<file path="src/hw/rtl/assert_macros.svh">
// Assertion macros shared by the voxel ray march RTL.
`ifndef ASSERT_MACROS_SVH
`define ASSERT_MACROS_SVH

// Consequent must hold in the same cycle whenever the antecedent holds.
`define VRM_ASSERT_IMP(lbl, clk, rst, ante, cons, msg) \
   lbl: assert property (@(posedge clk) disable iff (rst) (ante) |-> (cons)) \
      else $error(msg);

// Expression must never be true.
`define VRM_ASSERT_NEVER(lbl, clk, rst, expr, msg) \
   lbl: assert property (@(posedge clk) disable iff (rst) !(expr)) else $error(msg);

`endif

</file>
<file path="src/hw/rtl/vrm_pkg.sv">
// Shared types and constants of the voxel ray marcher.
package vrm_pkg;

   localparam logic [7:0]  EMPTY_CODE   = 8'd32;
   localparam logic [7:0]  EDGE_CODE    = 8'd45;
   localparam logic [17:0] EPS_Q16      = 18'd655;
   localparam logic [17:0] DIST_CAP     = 18'd131072;
   localparam logic [15:0] BORDER_RESET = 16'd3277;
   localparam logic        ACT_WRITE    = 1'b0;
   localparam logic        ACT_TRACE    = 1'b1;

   // One classified item as it waits in the queue
   typedef struct packed {
      logic               is_trace;
      logic               wr_ok;
      logic [4:0]         vx;
      logic [4:0]         vy;
      logic [4:0]         vz;
      logic [7:0]         code;
      logic signed [23:0] ox;
      logic signed [23:0] oy;
      logic signed [23:0] oz;
      logic signed [17:0] dx;
      logic signed [17:0] dy;
      logic signed [17:0] dz;
   } item_type;

endpackage

</file>
<file path="src/hw/rtl/vrm_queue.sv">
// Two-entry item queue between the front and back parts.
module vrm_queue import vrm_pkg::*; (
   input  logic     clock,
   input  logic     reset,
   input  logic     push,
   input  item_type push_item,
   output logic     full,
   input  logic     pop,
   output logic     valid,
   output item_type head_item
);

   item_type   entry_ff [2];
   logic       wr_ptr_ff, wr_ptr_in;
   logic       rd_ptr_ff, rd_ptr_in;
   logic [1:0] count_ff, count_in;

   assign full      = (count_ff == 2'd2);
   assign valid     = (count_ff != 2'd0);
   assign head_item = entry_ff[rd_ptr_ff];

   // advance pointers and fill count
   always_comb begin
      wr_ptr_in = wr_ptr_ff ^ push;
      rd_ptr_in = rd_ptr_ff ^ pop;
      count_in  = count_ff + 2'(push) - 2'(pop);
   end

   always_ff @(posedge clock) begin
      if (reset) begin
         wr_ptr_ff <= 1'b0;
         rd_ptr_ff <= 1'b0;
         count_ff  <= 2'd0;
      end else begin
         wr_ptr_ff <= wr_ptr_in;
         rd_ptr_ff <= rd_ptr_in;
         count_ff  <= count_in;
      end
   end

   always_ff @(posedge clock) begin
      if (push) begin
         entry_ff[wr_ptr_ff] <= push_item;
      end
   end

endmodule

</file>
<file path="config.mk">
export PLATFORM = sky130hd
export DESIGN_NAME = vrm_queue
export DESIGN_NICKNAME = d
export VERILOG_FILES = /design/src/hw/rtl/assert_macros.svh /design/src/hw/rtl/vrm_pkg.sv /design/src/hw/rtl/vrm_queue.sv
export SDC_FILE = /design/constraint.sdc
export NUM_CORES = 1
export LEC_CHECK = 0
export BUFFER_PORTS_ARGS = -buffer_cell sky130_fd_sc_hd__buf_4
export CAP_MARGIN = 5
export CELL_PAD_IN_SITES_DETAIL_PLACEMENT = 0
export CELL_PAD_IN_SITES_GLOBAL_PLACEMENT = 1
export CORE_ASPECT_RATIO = 0.6
export CORE_UTILIZATION = 44
export CTS_CLUSTER_DIAMETER = 100
export DETAILED_ROUTE_END_ITERATION = 16
export PLACE_DENSITY_LB_ADDON = 0.1
export SETUP_SLACK_MARGIN = 0.5
export SKIP_LAST_GASP = 1
export SYNTH_ARGS = -nofsm -noshare
export SYNTH_HDL_FRONTEND = slang
export SYNTH_SLANG_ARGS = --single-unit
</file>
<file path="constraint.sdc">
create_clock -name clock -period 5.9 [get_ports clock]
set_input_delay 1.18 -clock clock [delete_from_list [all_inputs] [get_ports clock]]
set_output_delay 1.18 -clock clock [all_outputs]
set_load 0.01 [all_outputs]
</file>
==> results of run 1 <==
[power groups by stage]
stage,logic (W),clock network (W),registers (W)
after floorplan,0.000354,0,0.00263
after global placement,0.000660,0,0.00263
after detailed placement,0.000671,0,0.00264
after CTS,0.000674,0.00168,0.00259
after global routing,0.000705,0.00177,0.00260
final,0.000660,0.00162,0.00259
[per-layer routing]
layer | vias to the layer above | routed length [um]
met3 | 31 | 1900
met5 | - | 17
met2 | 174 | 10800
li1 | 2582 | -
met4 | 2 | 403
met1 | 2729 | 9600
[logic make-up after synthesis]
logic type / share of synthesized area [%]
flip-flops: 80.1
AND/OR/NAND/NOR: 0.263
adder cells (fa/ha/maj): 0.438
buffers and inverters: 1.39
multiplexers: 17.5
XOR/XNOR: 0.274
[through the flow]
| step | area, um^2 | setup WS [ns] | hold WS (ns) | utilization, % | cells |
|---|---|---|---|---|---|
| 2_1_floorplan | 11400 | 0.669 | 0.519 | - | 489 |
| 3_3_place_gp | 14100 | 2.67 | 0.595 | 55.6 | 1135 |
| 3_5_place_dp | 14100 | 2.65 | 0.608 | 55.6 | 1135 |
| 4_1_cts | 14900 | 2.05 | 0.619 | 58.7 | 1178 |
| 5_1_grt | 14900 | 1.96 | 0.653 | 58.7 | 1178 |
| 6_report | 14900 | 2.10 | 0.620 | 58.7 | 1178 |
[sequential cells by signal, indices dropped and copies added, names as in the netlist]
| name | cells |
|---|---|
| count_ff | 2 |
| entry_ff | 302 |
| wr_ptr_ff | 1 |
| rd_ptr_ff | 1 |
[cell type report]
cell class | instances | area, um^2 | area share, %
clock buffers | 33 | 719 | 4.82
clock inverters | 10 | 82.6 | 0.554
inverters | 3 | 11.3 | 0.0755
multi-input cells | 163 | 2140 | 14.3
flip-flops and latches | 306 | 9150 | 61.4
well taps | 352 | 440 | 2.95
repair buffers | 311 | 2370 | 15.9
[worst register-to-register path, cell delays in order (launching register included)]
cell	delay, ns
dfxtp_1	0.33
inv_1	0.09
ha_4	0.70
buf_12	0.54
[cell usage after synthesis, drive strengths merged]
master | count | area [um^2]
nor2 | 3 | 11.3
nor2b | 2 | 12.5
inv | 3 | 11.3
xnor2 | 1 | 8.76
xnor3 | 1 | 22.5
mux2 | 151 | 2000
buf | 17 | 148
edfxtp | 302 | 9070
dfxtp | 4 | 80.1
ha | 4 | 50.1
or2 | 1 | 6.26
[worst max path at each step]
stage                     startpoint  cells past startpoint        endpoint
final                      rd_ptr_ff                      3   head_item[14]
after global routing       rd_ptr_ff                      3  head_item[145]
after CTS                  rd_ptr_ff                      3   head_item[14]
after detailed placement   rd_ptr_ff                      3   head_item[14]
after global placement     rd_ptr_ff                      3   head_item[14]
after floorplan                 push                      1  entry_ff[0][0]
==> impl_metrics.csv, run 1 <==
group,metric,value,unit
outcome,outcome,"complete, no violations",
power,p_clk_share,33.3,%
die,die_y,127,um
die,die_w,210,um
power,power_density,327,mW/mm^2
critical_path,critPathMaxStageDelay,0.90,ns
critical_path,regToRegSetupSlack,3.82,ns
hold_path,hp-class,"flip-flop to flip-flop",
critical_path,critPathBufInv,2,
logic_synthesis,syn-cell-area,0.0114,mm^2
sta,grt_setup_unrepaired,"false",
detailed_routing,drc,0,
power,switching_share,21.7,%
critical_path,cp_top_family,"flip-flops",
clocking,cts_made_buffers,28,
die,die_area,0.0266,mm^2
critical_path,slowest_stage,"dfxtp_4",
clocking,cts_resized,0,
clocking,clk-insertion-delay-late,0.54,ns
power,leakagePower,5.71,nW
grt,overflow,0,
detailed_routing,ant_nets,0,
final_layout,final_nets,972,
final_layout,diodes,0,
critical_path,startpoint_type,"flip-flop",
sta,finalSetupViolations,0,
sta,max_clock_freq,263,MHz
hold_path,worstHoldStart,"wr_ptr_ff",
detailed_routing,viasPerCell,4.68,
logic_synthesis,yosysWarnings,0,
hold_path,min_path_cells,3,
sta,relSlewSlack,38.0,%
logic_synthesis,yosysSeqAreaShare,80.1,%
placement,hpwl,15.5,mm
power,ir_drop,0.253,mV
logic_synthesis,ys_ff_latch,306,
clocking,clk_pin_slew,0.06,ns
critical_path,crit_arrival,2.62,ns
die,row_count,45,
critical_path,cp_max_fo,47,
sta,setup_tns,0,ns
detailed_routing,drt-total-wl,22.7,mm
power,p_sw,0.00106,W
grt,grt_pass1_vias,5820,
die,core_area,0.0254,mm^2
power,p_total,0.00487,W
power,combPwrFrac,13.5,%
clocking,ctsHoldBuffers,0,
critical_path,crit_path_cell_trace,"buf_4 > mux2_2 > buf_4",
grt,busiest_layer,"met2",
placement,io_buffers,307,
placement,gp_congestion,0.751,
logic_synthesis,synth_cells,489,
logic_synthesis,ys_types,13,
critical_path,critical_path_class,"flip-flop to output pin",
sta,hold_viol,0,
clocking,cts_tree,"done",
sta,worst_slew_pin_slew,0.929,ns
final_layout,syn_to_final_growth,30.6,%
logic_synthesis,syn-num-nets,648,
grt,grt_pass1_wl,33.4,mm
detailed_routing,via_count,5518,
logic_synthesis,syn_avg_cell_area,23.4,um^2
final_layout,final_common_cell,"buf_4",
die,ios,308,
critical_path,cpMostUsedCell,"buf_4",
hold_path,worstHoldEndpoint,"wr_ptr_ff",
power,p_int,0.00382,W
grt,met2_usage,26.6,%
final_layout,fill_cells,1925,
sta,finClkSkew,0.0106,ns
sta,timing.final.crit_share,64.4,%
sta,drv_slew,0,
clocking,clock_path_buffers,3,
critical_path,r2r_start,"wr_ptr_ff",
clocking,cts_setup_buffers,0,
grt,antenna_found_initial,1,
critical_path,rr_worst_depth,3,
critical_path,end_kind,"output pin",
detailed_routing,wl_per_cell,19.3,um
grt,grt_max_degree,94,
grt,met3_usage,6.14,%
grt,grtUsageMet1,22.0,%
grt,grt_util_all_layers,16.8,%
detailed_routing,drt_pre_antenna_iters,4,
critical_path,worst_ep_required_time,4.72,ns
final_layout,layout_common_cells,"308 x buf_4, 302 x edfxtp_1, 80 x mux2_4",
die,start_util,45.0,%
power,power_frac_seq,53.1,%
clocking,htree_levels,1,
final_layout,layout-drive-gt1-share,60.7,%
clocking,cts.sinks,306,
detailed_routing,drt_iter0_drc,276,
job,cap_viol_max_count,0,
sta,fin_crit,3.80,ns
critical_path,r2r-end,"entry_ff[0][142]",
clocking,cts_root_buf,"clkbuf_16",
No activity file was read; power rests on OpenSTA's default activity.
==> inputs of run 2 (changes only) <==
Clock period 5.9 ns to 3.5 ns, I/O delays scaled along.
==> impl_metrics.csv, run 2 (synthesis results as in run 1) <==
group,metric,value,unit
outcome,outcome,"complete, no violations",
critical_path,crit_cells,3,
final_layout,top_regs,"entry_ff: 302 flops, count_ff: 2 flops",
critical_path,crit_path_cell_trace,"buf_4 > mux2_4 > buf_4",
final_layout,diodes,0,
final_layout,fill_cells,1878,
detailed_routing,drt-total-wl,23.4,mm
clocking,cts.sinks,306,
detailed_routing,drt_iter0_drc,245,
clocking,clk-insertion-delay-late,0.53,ns
power,power_frac_seq,50.2,%
detailed_routing,drt_pre_antenna_iters,4,
die,row_count,45,
final_layout,largest_register,"entry_ff",
final_layout,layout_common_cells,"311 x buf_4, 302 x edfxtp_1, 80 x mux2_4",
detailed_routing,viasPerCell,4.74,
grt,overflow,0,
final_layout,final_cell_area,0.0152,mm^2
critical_path,critical_path_class,"flip-flop to output pin",
hold_path,hp-class,"input pin to flip-flop",
grt,grt_max_degree,66,
detailed_routing,via_count,5666,
detailed_routing,wl_per_cell,19.6,um
critical_path,slowest_stage,"dfxtp_4",
sta,fin_crit,2.72,ns
die,die_area,0.0266,mm^2
critical_path,cp_top_family,"flip-flops",
power,p_clk_share,36.4,%
placement,io_buffers,307,
sta,finClkSkew,0.00532,ns
final_layout,final_common_cell,"buf_4",
detailed_routing,ant_nets,0,
sta,timing.final.crit_share,77.6,%
clocking,clock_path_buffers,3,
sta,hold_viol,0,
clocking,cts_made_buffers,28,
die,core_area,0.0254,mm^2
sta,drv_slew,0,
critical_path,cp_max_fo,22,
power,leakagePower,5.83,nW
sta,finalSetupViolations,0,
power,p_int,0.00680,W
clocking,cts_tree,"done",
placement,hpwl,15.9,mm
die,die_y,127,um
final_layout,layout-drive-gt1-share,61.2,%
die,die_w,210,um
critical_path,rr_worst_depth,3,
critical_path,critPathBufInv,2,
job,cap_viol_max_count,0,
grt,antenna_found_initial,0,
sta,worst_slew_pin_slew,0.648,ns
power,switching_share,21.4,%
power,power_density,570,mW/mm^2
power,combPwrFrac,13.4,%
clocking,cts_resized,0,
detailed_routing,drc,0,
final_layout,syn_to_final_growth,33.1,%
sta,setup_tns,0,ns
critical_path,cpMostUsedCell,"buf_4",
hold_path,min_path_cells,1,
die,ios,308,
final_layout,largest_register_ffs,302,
critical_path,crit_arrival,2.02,ns
critical_path,worst_ep_required_time,2.80,ns
power,p_sw,0.00186,W
placement,gp_congestion,0.783,
critical_path,critPathMaxStageDelay,0.63,ns
critical_path,end_kind,"output pin",
power,ir_drop,0.304,mV
grt,grt_util_all_layers,17.2,%
grt,grt_pass1_vias,5938,
final_layout,final_nets,980,
grt,grt_pass1_wl,34.5,mm
clocking,htree_levels,1,
sta,relSlewSlack,56.8,%
placement,dpl_cell_area,0.0142,mm^2
clocking,cts_root_buf,"clkbuf_16",
die,start_util,45.0,%
sta,grt_setup_unrepaired,"false",
critical_path,startpoint_type,"flip-flop",
clocking,clk_pin_slew,0.07,ns
sta,max_clock_freq,368,MHz
==> run 2: metal layers <==
metal  vias to the layer above  track usage (%)  routed length, um  part of all wire [%]
met2                       196             27.1              11100                    47
met5                         -                0                  0                     0
li1                       2613                -                  -                     -
met1                      2828             22.7              10100                    43
met3                        29             6.21               1860                   7.9
met4                         0             4.29                447                   1.9
==> run 2: power by group through the flow <==
| stage | Sequential [W] | Combinational [W] | Clock (W) |
|---|---|---|---|
| after floorplan | 0.00440 | 0.000600 | 0 |
| after global placement | 0.00442 | 0.00114 | 0 |
| after detailed placement | 0.00444 | 0.00116 | 0 |
| after CTS | 0.00436 | 0.00117 | 0.00322 |
| after global routing | 0.00436 | 0.00124 | 0.00338 |
| final | 0.00435 | 0.00116 | 0.00315 |
==> run 2: worst reg2reg max path: cells and delay by family (launching register included) <==
| family | cells | cell delay [ns] |
|---|---|---|
| adders and majority gates | 1 | 0.54 |
| buffers and inverters | 2 | 0.53 |
| DFF | 1 | 0.34 |
==> run 2: final timing paths <==
path / from / endpoint / slack [ns]
hold reg to reg: wr_ptr_ff / wr_ptr_ff / 0.63
hold / removal: push_item[39] / entry_ff[0][39] / 0.35
setup / recovery: rd_ptr_ff / head_item[113] / 0.78
setup reg to reg: wr_ptr_ff / entry_ff[0][55] / 1.67
==> run 2: repair_timing <==
action,in CTS,in global routing
setup buffers,0,1
hold buffers,0,0
endpoints found under the hold margin,0,0
setup endpoints to repair,0,18
==> run 2: final cells by class <==
class	instances	area [um^2]	area share, %
Clock inverter	22	231	1.52
Timing Repair Buffer	319	2490	16.4
Clock buffer	30	729	4.80
Sequential cell	306	9150	60.2
Tap cell	352	440	2.90
Inverter	3	11.3	0.0741
Multi-Input combinational cell	163	2140	14.1
==> run 2: through the flow <==
| stage | setup slack, ns | utilization [%] | std cells | hold WS (ns) | power (W) |
|---|---|---|---|---|---|
| 4_1_cts | 0.513 | 59.8 | 1194 | 0.320 | 0.00875 |
| 6_report | 0.784 | 59.8 | 1195 | 0.349 | 0.00866 |
| 3_5_place_dp | 1.09 | 56.0 | 1142 | 0.614 | 0.00560 |
| 2_1_floorplan | 1.26 | - | 489 | 0.586 | 0.00500 |
| 3_3_place_gp | 1.12 | 56.0 | 1142 | 0.594 | 0.00557 |
| 5_1_grt | 0.697 | 59.8 | 1195 | 0.312 | 0.00898 |
==> inputs of run 3 (changes only) <==
Clock period 3.5 ns to 2.8 ns, I/O delays scaled along.
==> impl_metrics.csv, run 3 (synthesis results as in run 1) <==
group,metric,value,unit
outcome,outcome,"complete, no violations",
die,start_util,45.0,%
placement,dpl_cell_area,0.0143,mm^2
power,ir_drop,0.486,mV
sta,finClkSkew,0.0124,ns
power,power_density,675,mW/mm^2
critical_path,worst_ep_required_time,2.24,ns
clocking,cts_tree,"done",
sta,grt_setup_unrepaired,"true",
final_layout,instances_no_fill,1213,
hold_path,hp-class,"input pin to flip-flop",
clocking,ctsHoldBuffers,0,
die,row_count,45,
grt,grt_max_degree,72,
sta,fin_crit,2.35,ns
sta,worst_slew_pin_slew,0.428,ns
die,die_w,210,um
final_layout,largest_register_ffs,302,
die,die_y,127,um
grt,grt_pass1_vias,5994,
detailed_routing,drt_iter0_drc,266,
critical_path,startpoint_type,"flip-flop",
final_layout,final_common_cell,"edfxtp_1",
clocking,clk_pin_slew,0.06,ns
grt,grt_pass1_wl,34.2,mm
detailed_routing,wl_per_cell,20.4,um
final_layout,syn_to_final_growth,42.4,%
sta,max_clock_freq,426,MHz
sta,finalSetupViolations,0,
clocking,clk-insertion-delay-late,0.53,ns
grt,grt_util_all_layers,17.0,%
final_layout,layout_common_cells,"302 x edfxtp_1, 195 x buf_4, 134 x mux2_4",
clocking,htree_levels,1,
final_layout,diodes,0,
sta,hold_viol,0,
critical_path,cp_max_fo,8,
placement,hpwl,15.8,mm
critical_path,crit_arrival,1.79,ns
clocking,cts.sinks,306,
die,ios,308,
sta,holdWs,0.207,ns
detailed_routing,drt_pre_antenna_iters,6,
placement,io_buffers,307,
grt,overflow,0,
critical_path,end_kind,"output pin",
detailed_routing,ant_nets,0,
final_layout,largest_register,"entry_ff",
placement,gp_congestion,0.795,
grt,antenna_found_initial,1,
sta,timing.final.crit_share,83.9,%
detailed_routing,via_count,5820,
sta,drv_slew,0,
clocking,cts_made_buffers,28,
detailed_routing,viasPerCell,4.80,
sta,setup_tns,0,ns
final_layout,top_regs,"entry_ff: 302 flops, count_ff: 2 flops",
job,cap_viol_max_count,0,
detailed_routing,drc,0,
power,leakagePower,6.37,nW
final_layout,final_cell_area,0.0163,mm^2
critical_path,critical_path_class,"flip-flop to output pin",
detailed_routing,drt-total-wl,24.8,mm
sta,relSlewSlack,71.5,%
die,core_area,0.0254,mm^2
die,die_area,0.0266,mm^2
final_layout,final_nets,1001,
placement,dp_cells,1144,
final_layout,layout-drive-gt1-share,61.8,%
clocking,clock_path_buffers,3,
clocking,cts_root_buf,"clkbuf_16",
==> run 3: cell types whose count changed in the layout (fill, tap and decap cells not counted), moves of 4 or more <==
cell and change:
buf_12 +4, buf_4 -116, buf_6 +115, clkbuf_1 +6, clkbuf_16 +12, clkinv_1 -4
mux2_2 -54, mux2_4 +54
==> run 3: final cells by class <==
| cell class | count | area (um^2) |
|---|---|---|
| flip-flops and latches | 306 | 9150 |
| fillers | 1787 | 9140 |
| repair buffers | 340 | 3430 |
| multi-input cells | 163 | 2340 |
| clock buffers | 36 | 752 |
| well taps | 352 | 440 |
| clock inverters | 13 | 134 |
| inverters | 3 | 11.3 |
==> run 3: final timing paths <==
path             start          endpoint  slack [ns]  cells after the start
max          rd_ptr_ff    head_item[140]        0.45                      4
min              reset         rd_ptr_ff        0.21                      2
max reg2reg  wr_ptr_ff  entry_ff[0][119]        1.15                      3
min reg2reg  wr_ptr_ff         wr_ptr_ff        0.61                      3
==> run 3: layer usage <==
layer / routed length [um] / global-route usage [%] / vias to the layer above
met4: 454 / 4.21 / 2
met5: 13 / 0 / -
li1: - / - / 2645
met2: 11500 / 26.9 / 181
met1: 11000 / 22.5 / 2958
met3: 1770 / 6.16 / 34
==> run 3: power breakdown <==
| group | total, W | leakage, nW | switching, W | internal, W |
|---|---|---|---|---|
| logic | 0.00184 | 3.07 | 0.000742 | 0.00110 |
| registers | 0.00543 | 2.87 | 0.0000763 | 0.00535 |
| clock network | 0.00371 | 0.435 | 0.00155 | 0.00216 |
==> run 3: worst max-delay path: stages, from the launching register on <==
cell and delay [ns]:
dfxtp_4 0.45, buf_12 0.18, clkbuf_16 0.18, mux2_4 0.30, buf_4 0.15
==> run 3: timing repair <==
item,4_1_cts,5_1_grt
buffers inserted,5,1
endpoints found under the setup margin,151,128
gates resized for setup,4,179
gates cloned,0,14
==> run 3: stage by stage <==
| stage | total power [W] | setup slack, ns | utilization [%] |
|---|---|---|---|
| 5_1_grt | 0.0114 | 0.398 | 64.0 |
| 3_3_place_gp | 0.00697 | 0.779 | 56.2 |
| 4_1_cts | 0.0108 | 0.423 | 60.0 |
| 6_report | 0.0110 | 0.450 | 64.0 |
| 2_1_floorplan | 0.00625 | 0.705 | - |
| 3_5_place_dp | 0.00701 | 0.753 | 56.2 |
